**src/acdm_pkg.sv**
```systemverilog
// Package for the adaptive color distance mask: types, codes and constants.
`default_nettype none
package acdm_pkg;
    localparam int unsigned GAIN_W = 17;
    localparam int unsigned SC_W = 26;
    localparam int unsigned DIST_W = 14;
    localparam logic [GAIN_W-1:0] GAIN_LO = 17'd10;
    localparam logic [GAIN_W-1:0] GAIN_HI = 17'd100000;
    localparam logic [SC_W-1:0] SC_MAX = '1;
    localparam logic [DIST_W-1:0] NEAR_INIT = '1;

    localparam logic [2:0] REG_TARGET_A = 3'd0;
    localparam logic [2:0] REG_TARGET_B = 3'd1;
    localparam logic [2:0] REG_DIST_LIMIT = 3'd2;
    localparam logic [2:0] REG_MIN_HARDSTOP = 3'd3;
    localparam logic [2:0] REG_SPREAD_TARGET = 3'd4;
    localparam logic [2:0] REG_GAIN_STEP = 3'd5;
    localparam logic [2:0] REG_GAIN_INITIAL = 3'd6;

    typedef enum logic [2:0] {
        t_ST_IDLE, t_ST_SQRT, t_ST_SCALE, t_ST_DIV, t_ST_UPD, t_ST_OUT
    } t_state;

    // Controller to datapath commands.
    typedef struct packed {
        logic load;
        logic sqrt_step;
        logic sqrt_fin;
        logic mul;
        logic div;
        logic upd;
    } t_cmd;

    // Datapath to controller status.
    typedef struct packed {
        logic sqrt_done;
    } t_stat;

    function automatic logic [GAIN_W-1:0] clamp_gain(input logic signed [19:0] g);
        logic [GAIN_W-1:0] r;
        if (g < 20'sd10) r = GAIN_LO;
        else if (g > 20'sd100000) r = GAIN_HI;
        else r = g[GAIN_W-1:0];
        return r;
    endfunction
endpackage
`default_nettype wire

```
**src/acdm_ctrl.sv**
```systemverilog
// Controller state machine for the color distance mask.
`default_nettype none
module acdm_ctrl
    import acdm_pkg::*;
(
    input  wire logic  i_clk,
    input  wire logic  i_rst_n,
    input  wire logic  i_valid,
    input  wire logic  i_out_stall,
    input  wire t_stat i_stat,
    output logic       o_stall,
    output logic       o_valid,
    output t_cmd       o_cmd
);
    t_state r_state, n_state;

    // State register.
    always_ff @(posedge i_clk) begin
        if (!i_rst_n) r_state <= t_ST_IDLE;
        else r_state <= n_state;
    end

    // Next state and commands.
    always_comb begin
        n_state = r_state;
        o_cmd = '0;
        o_stall = 1'b1;
        o_valid = 1'b0;
        case (r_state)
            t_ST_IDLE: begin
                o_stall = 1'b0;
                if (i_valid) begin
                    o_cmd.load = 1'b1;
                    n_state = t_ST_SQRT;
                end
            end
            t_ST_SQRT: begin
                o_cmd.sqrt_step = 1'b1;
                if (i_stat.sqrt_done) begin
                    o_cmd.sqrt_step = 1'b0;
                    o_cmd.sqrt_fin = 1'b1;
                    n_state = t_ST_SCALE;
                end
            end
            t_ST_SCALE: begin
                o_cmd.mul = 1'b1;
                n_state = t_ST_DIV;
            end
            t_ST_DIV: begin
                o_cmd.div = 1'b1;
                n_state = t_ST_UPD;
            end
            t_ST_UPD: begin
                o_cmd.upd = 1'b1;
                n_state = t_ST_OUT;
            end
            t_ST_OUT: begin
                o_valid = 1'b1;
                if (!i_out_stall) n_state = t_ST_IDLE;
            end
            default: n_state = t_ST_IDLE;
        endcase
    end

    assert property (@(posedge i_clk) disable iff (!i_rst_n)
        (r_state == t_ST_UPD) |=> (r_state == t_ST_OUT))
        else $error("update not followed by output");
    assert property (@(posedge i_clk) disable iff (!i_rst_n)
        o_valid |-> o_stall)
        else $error("input taken while result pending");
    assert property (@(posedge i_clk) disable iff (!i_rst_n)
        (r_state == t_ST_OUT && i_out_stall) |=> (r_state == t_ST_OUT))
        else $error("stalled result dropped");
endmodule
`default_nettype wire

```
**config.mk**
```make
export PLATFORM = sky130hd
export DESIGN_NAME = acdm_ctrl
export DESIGN_NICKNAME = d
export VERILOG_FILES = /design/src/acdm_pkg.sv /design/src/acdm_ctrl.sv
export SDC_FILE = /design/constraint.sdc
export NUM_CORES = 1
export LEC_CHECK = 0
export BUFFER_PORTS_ARGS = -buffer_cell sky130_fd_sc_hd__buf_2
export CAP_MARGIN = 20
export CORE_AREA = 2 2 39 41
export CTS_BUF_LIST = sky130_fd_sc_hd__clkbuf_8
export CTS_CLUSTER_DIAMETER = 100
export DETAILED_ROUTE_END_ITERATION = 16
export DIE_AREA = 0 0 41 43
export GPL_ROUTABILITY_DRIVEN = 0
export RECOVER_POWER = 100
export SETUP_SLACK_MARGIN = 0.5
export SLEW_MARGIN = 15
export SYNTH_ARGS = -nofsm -noshare
export SYNTH_HDL_FRONTEND = slang
export SYNTH_SLANG_ARGS = --single-unit
```
**constraint.sdc**
```tcl
create_clock -name i_clk -period 2.69 [get_ports i_clk]
set_input_delay 0.1345 -clock i_clk [delete_from_list [all_inputs] [get_ports i_clk]]
set_output_delay 0.1345 -clock i_clk [all_outputs]
set_load 0.01 [all_outputs]
```
==> qor.txt, run 1 <==
CLOCKING
----------------------------------------------------------------------------------------
H-tree levels                                                                          1
Number of buffers inserted to repair setup after CTS                                   0
Buffer levels on the longest clock path                                                2
Clock insertion delay at the later pin of the skew report                        0.21 ns
CTS tree                                                                             yes
Number of hold buffers added after cts                                                 0
Clk Tree Root Cell                                                          sky130_fd_sc_hd__clkbuf_8
Clock net sink count                                                                   3
Clock Pin Slew Worst Setup and Hold Paths                                        0.03 ns
Total of cells resized after clock tree synthesis                                      0
CTS Buf Count                                                                          3

CRITICAL PATH
----------------------------------------------------------------------------------------
WP data arrival                                                                  1.26 ns
Required arrival time at the worst endpoint                                      2.56 ns
CP max FO                                                                              9
Critical Path Source Type                                                           flop
Category of the worst setup path capture point                               output port
Worst Setup Path Type                                                         reg -> out

FINISH
----------------------------------------------------------------------------------------
Multi-input logic area                                                           123 µm²
Most flop-heavy register                                                         r_state
Final-stage net count                                                                 47
P&R area growth vs syn                                                             41.0%
Layout cells sized above 1                                                         22.0%
Total area of sequential cells                                                  60.1 µm²
Largest register FFs                                                                   3
Final-layout fill cell count                                                         167
Registers with the most flip-flops                                          r_state: 3 flops
Number of diodes                                                                       0

FLOW RUN
----------------------------------------------------------------------------------------
Maximum Capacitance Violations                                                         0

TIMING
----------------------------------------------------------------------------------------
Worst slew margin relative to its limit                                            80.4%
Min cycle time layout                                                            1.40 ns
Achievable frequency                                                             715 MHz
Final Hold Fails                                                                       0
Setup clock skew after layout                                                0.000783 ns
Pin slew with the least headroom to its limit                                   0.294 ns
Tcrit/Tclk final                                                                   52.0%
Setup_tns                                                                           0 ns
Count of pins over their slew limit                                                    0
Unrepaired setup endpoints after global routing                                       no
Setup-failing EPs final                                                                0

HOLD PATH
----------------------------------------------------------------------------------------
Hold Crit Class                                                                in -> reg

ROUTING
----------------------------------------------------------------------------------------
Post-DR vias/cell                                                                   4.19
Number of search-and-repair iterations in the first detailed-routing pass              1
Wire length after detailed routing                                                542 µm
Post-detailed-route DRC marker count                                                   0
Drt initial violations                                                                 0
Average wire length per cell after detail routing                                9.51 µm
Total via count after detailed routing                                               239
Number of routed nets with antenna violations                                          0

GLOBAL ROUTING
----------------------------------------------------------------------------------------
Global-route wire length before repair                                            814 µm
Final global-route overflow total                                                      0
Maximum number of pins on one net before global-route repair                          11
Initial antenna violation count                                                        0
Via count of the first global-routing pass                                           217
Total routing resource utilization after global routing                            7.71%

DIE
----------------------------------------------------------------------------------------
Die height                                                                         43 µm
Core footprint                                                               0.00138 mm²
Initial core utilization                                                           15.6%
Number of rows created at floorplan                                                   14
Die span in x                                                                      41 µm
Full die area                                                                0.00176 mm²
Count of boundary I/O pins                                                            13

SYNTH
----------------------------------------------------------------------------------------
Post-synthesis cell type count                                                        17
Async set or reset register ratio after synthesis                                     0%
Sequential share of the synthesized area                                           27.7%
Post-synth top cells                                                        sky130_fd_sc_hd__a21oi_1 (4), sky130_fd_sc_hd__nor2_1 (4), sky130_fd_sc_hd__dfxtp_1 (3)
Warning count from the yosys run                                                       0
Cell area after technology mapping                                               216 µm²
Cell count after synthesis                                                            27
Flip-flop and latch count after synthesis                                              3
Number of enable-type register cells in the synthesized netlist                        0
Area share of the leading cell type in the synthesized netlist                     27.7%
Most area-hungry cell type in the Yosys netlist                             sky130_fd_sc_hd__dfxtp_1
Mean post-synth cell area                                                       8.02 µm²
Predominant post-synthesis flop cell                                        sky130_fd_sc_hd__dfxtp_1
Biggest area contributors in the synthesized netlist                        sky130_fd_sc_hd__dfxtp_1 (28%), sky130_fd_sc_hd__a21oi_1 (9.2%), sky130_fd_sc_hd__nor2_1 (6.9%)
Synthesized net count                                                                 32

PLACED DESIGN
----------------------------------------------------------------------------------------
Port-buffer cells                                                                     12
HPWL Detailed                                                                     441 µm

PWR
----------------------------------------------------------------------------------------
Power density cells                                                           697 mW/mm²
PnR Total Power                                                                 0.213 mW
Static leakage power                                                            0.133 nW
VDD IR-drop max                                                               0.000288 V

STATUS
----------------------------------------------------------------------------------------
Result of the run                                                           finished, final reports clean

==> layer usage <==
layer | vias up | wire length (µm) | share of wire (%) | GRT usage (%)
met5 | - | 0 | 0 | 0
met2 | 8 | 265 | 49 | 10.3
met4 | 0 | 0 | 0 | 4.00
li1 | 122 | - | - | -
met3 | 0 | 76 | 14 | 9.95
met1 | 109 | 200 | 37 | 6.05
==> metrics by stage <==
step           hold slack, ns  worst slack [ns]  instances  instance area [µm²]  utilization (%)
3_5_place_dp            0.393              1.56         53                  280             20.3
3_3_place_gp            0.396              1.55         53                  280             20.3
4_1_cts                 0.171              1.33         57                  325             23.5
6_report                0.172              1.29         57                  305             22.1
5_1_grt                 0.173              1.18         57                  305             22.1
2_1_floorplan           0.252              1.60         27                  216                -
==> area by class of cell <==
| cell class | instances | area share, % |
|---|---|---|
| clock inverters | 1 | 1.23 |
| well taps | 16 | 6.56 |
| flip-flops and latches | 3 | 19.7 |
| inverters | 2 | 2.46 |
| repair buffers | 12 | 16.4 |
| clock buffers | 3 | 13.5 |
| multi-input cells | 20 | 40.2 |
==> power breakdown <==
group          internal, mW  total [mW]  switching [mW]
registers            0.0482      0.0552         0.00694
clock network        0.0969       0.124          0.0274
logic                0.0149      0.0333          0.0185
total                 0.160       0.213          0.0528
==> cells by family after synthesis <==
group                  synth area share [%]
AOI/OAI and AO/OA                      20.8
and+or+nand+nor                        40.5
buffers and inverters                  11.0
DFF                                    27.7
==> cells in the final DEF (no fill, tap or decap) <==
| cell type | Yosys | layout |
|---|---|---|
| sky130_fd_sc_hd__a21oi_1 | 4 | 4 |
| sky130_fd_sc_hd__and3_1 | 2 | 2 |
| sky130_fd_sc_hd__and3b_1 | 1 | 1 |
| sky130_fd_sc_hd__buf_2 | 1 | 4 |
| sky130_fd_sc_hd__clkbuf_1 | 0 | 8 |
| sky130_fd_sc_hd__clkbuf_8 | 0 | 3 |
| sky130_fd_sc_hd__dfxtp_1 | 3 | 3 |
| sky130_fd_sc_hd__inv_1 | 1 | 2 |
| sky130_fd_sc_hd__inv_2 | 1 | 1 |
| sky130_fd_sc_hd__nand2b_1 | 1 | 1 |
| sky130_fd_sc_hd__nor2_1 | 4 | 4 |
| sky130_fd_sc_hd__nor3b_1 | 2 | 3 |
| sky130_fd_sc_hd__nor4_1 | 1 | 1 |
| sky130_fd_sc_hd__o211ai_2 | 1 | 1 |
| sky130_fd_sc_hd__o21a_1 | 1 | 1 |
| sky130_fd_sc_hd__o21ai_1 | 1 | 1 |
| sky130_fd_sc_hd__or3_1 | 0 | 1 |
==> worst max-delay path: stages, from the launching register on <==
cell                       delay (ns)
sky130_fd_sc_hd__dfxtp_1         0.47
sky130_fd_sc_hd__inv_2           0.10
sky130_fd_sc_hd__nor3b_1         0.29
sky130_fd_sc_hd__clkbuf_1        0.19
==> final timing paths <==
check	start	end	slack, ns	cells past startpoint
min	i_rst_n	r_state[2]	0.17	2
max reg2reg	r_state[2]	r_state[0]	1.57	3
min reg2reg	r_state[0]	r_state[0]	0.58	1
max	r_state[0]	o_cmd[1]	1.29	3
Power figures use the tool's default switching activity.
==> run 2: changes to the inputs <==
==> constraint.sdc (replaced) <==
create_clock -name i_clk -period 1.3 [get_ports i_clk]
set_input_delay 0.065 -clock i_clk [delete_from_list [all_inputs] [get_ports i_clk]]
set_output_delay 0.065 -clock i_clk [all_outputs]
set_load 0.01 [all_outputs]
==> qor.txt, run 2 (synthesized netlist as in run 1, its figures left out) <==
CRITICAL PATH
----------------------------------------------------------------------------------------
Category of the worst setup path capture point                               output port   unchanged
Worst Setup Path Type                                                         reg -> out   unchanged
Required arrival time at the worst endpoint                                      1.24 ns   was 2.56 ns
CP max FO                                                                              4   was 9
WP data arrival                                                                  1.11 ns   was 1.26 ns
Critical Path Source Type                                                           flop   unchanged

ROUTING
----------------------------------------------------------------------------------------
Number of search-and-repair iterations in the first detailed-routing pass              4   was 1
Drt initial violations                                                                 3   was 0
Total via count after detailed routing                                               295   was 239
Post-detailed-route DRC marker count                                                   0   unchanged
Average wire length per cell after detail routing                                13.7 µm   was 9.51 µm
Number of routed nets with antenna violations                                          0   unchanged
Post-DR vias/cell                                                                   4.40   was 4.19
DRT met1 WL                                                                       298 µm   was 200 µm
Wire length after detailed routing                                                916 µm   was 542 µm
Length of routed met2 wiring                                                      577 µm   was 265 µm
Max layer used                                                                      met3   unchanged
Routed length on met3                                                              40 µm   was 76 µm

PWR
----------------------------------------------------------------------------------------
VDD IR-drop max                                                               0.000317 V   was 0.000288 V
Power density cells                                                          1110 mW/mm²   was 697 mW/mm²
Static leakage power                                                            0.212 nW   was 0.133 nW

GLOBAL ROUTING
----------------------------------------------------------------------------------------
Via count of the first global-routing pass                                           296   was 217
Final global-route overflow total                                                      0   unchanged
Initial antenna violation count                                                        0   unchanged
Maximum number of pins on one net before global-route repair                           9   was 11
Total routing resource utilization after global routing                            9.71%   was 7.71%
Global-route wire length before repair                                           1100 µm   was 814 µm

FINISH
----------------------------------------------------------------------------------------
Largest register FFs                                                                   3   unchanged
Most flop-heavy register                                                         r_state   unchanged
Commonest non-fill, non-tap cells in the layout                             sky130_fd_sc_hd__buf_4 (7), sky130_fd_sc_hd__buf_2 (5), sky130_fd_sc_hd__clkbuf_1 (5), sky130_fd_sc_hd__buf_6 (5)   was sky130_fd_sc_hd__clkbuf_1 (8), sky130_fd_sc_hd__nor2_1 (4), sky130_fd_sc_hd__a21oi_1 (4), sky130_fd_sc_hd__buf_2 (4)
Most common cell after layout, fill and taps aside                          sky130_fd_sc_hd__buf_4   was sky130_fd_sc_hd__clkbuf_1
Layout cells sized above 1                                                         62.7%   was 22.0%
Number of diodes                                                                       0   unchanged
Registers with the most flip-flops                                          r_state: 3 flops   unchanged
P&R area growth vs syn                                                              113%   was 41.0%
Utilization after layout                                                           33.4%   was 22.1%
Final-stage net count                                                                 57   was 47

CLOCKING
----------------------------------------------------------------------------------------
H-tree levels                                                                          1   unchanged
CTS tree                                                                             yes   unchanged
Buffer levels on the longest clock path                                                2   unchanged
CTS Buf Count                                                                          3   unchanged
Clock Pin Slew Worst Setup and Hold Paths                                        0.03 ns   about the same
Clock net sink count                                                                   3   unchanged
Clk Tree Root Cell                                                          sky130_fd_sc_hd__clkbuf_8   unchanged
Clock insertion delay at the later pin of the skew report                        0.21 ns   about the same
Number of hold buffers added after cts                                                 0   unchanged

TIMING
----------------------------------------------------------------------------------------
Worst-case hold slack                                                          0.0978 ns   was 0.172 ns
Final Hold Fails                                                                       0   unchanged
Setup_tns                                                                           0 ns   unchanged
Setup clock skew after layout                                                 0.00115 ns   was 0.000783 ns
Worst slew margin relative to its limit                                            86.7%   was 80.4%
Achievable frequency                                                             849 MHz
Min cycle time layout                                                            1.18 ns
Unrepaired setup endpoints after global routing                                      yes   was no
Setup-failing EPs final                                                                0   unchanged
Tcrit/Tclk final                                                                   90.6%
Count of pins over their slew limit                                                    0   unchanged
Pin slew with the least headroom to its limit                                   0.198 ns   was 0.294 ns

DIE
----------------------------------------------------------------------------------------
Die height                                                                         43 µm   unchanged
Core footprint                                                               0.00138 mm²   unchanged
Initial core utilization                                                           15.6%   unchanged
Number of rows created at floorplan                                                   14   unchanged
Die span in x                                                                      41 µm   unchanged
Full die area                                                                0.00176 mm²   unchanged
Count of boundary I/O pins                                                            13   unchanged

PLACED DESIGN
----------------------------------------------------------------------------------------
Port-buffer cells                                                                     12   unchanged

FLOW RUN
----------------------------------------------------------------------------------------
Maximum Capacitance Violations                                                         0   unchanged

HOLD PATH
----------------------------------------------------------------------------------------
Hold Crit Class                                                                in -> reg   unchanged

STATUS
----------------------------------------------------------------------------------------
Result of the run                                                           finished, final reports clean   unchanged

run 2: changes by cell type in the layout (fill, tap and decap cells not counted), sizes merged:
cell	before	now
buf	4	17
clkbuf	11	8
run 2: metrics by stage:
step / area [µm²] / setup WS, ns / power [mW] / instances
after floorplan: 219 / 0.209 / 0.169 / 27
after global placement: 280 / 0.220 / 0.195 / 53
after detailed placement: 280 / 0.189 / 0.195 / 53
after CTS: 422 / 0.149 / 0.498 / 64
after global routing: 462 / 0.0985 / 0.539 / 67
final: 462 / 0.122 / 0.512 / 67
run 2: cell type report:
cell class	count	area [µm²]
repair buffers	22	153
clock inverters	1	3.75
flip-flops and latches	3	71.3
multi-input cells	20	165
inverters	2	7.51
clock buffers	3	41.3
fillers	148	922
well taps	16	20.0
run 2: worst max-delay path, cell delays in order, from the launching register on:
cell and delay (ns):
sky130_fd_sc_hd__dfxtp_4 0.35, sky130_fd_sc_hd__or3_1 0.41, sky130_fd_sc_hd__buf_6 0.14
run 2: what timing repair did:
action | 4_1_cts | 5_1_grt
endpoints found under the setup margin | 11 | 11
buffers inserted | 7 | 3
hold endpoints to repair | 0 | 0
pin swaps | 4 | 5
resized for setup | 13 | 11
run 2: worst paths after layout:
| kind | startpoint | end | slack (ns) | cells past startpoint |
|---|---|---|---|---|
| max | r_state[0] | o_stall | 0.12 | 2 |
| min | i_rst_n | r_state[2] | 0.1 | 2 |
| max reg2reg | r_state[0] | r_state[0] | 0.15 | 3 |
| min reg2reg | r_state[2] | r_state[2] | 0.65 | 2 |
run 2: routing by layer:
metal	vias up	GRT usage (%)
met3	0	3.14
met2	7	16.3
met5	-	0
met4	0	11.3
met1	143	7.01
li1	145	-
run 2: report_power, final:
group          switching (mW)  total, mW  internal [mW]
Combinational          0.0649      0.142         0.0766
Sequential             0.0130      0.112         0.0989
Clock                  0.0581      0.259          0.201
Total                   0.136      0.512          0.376
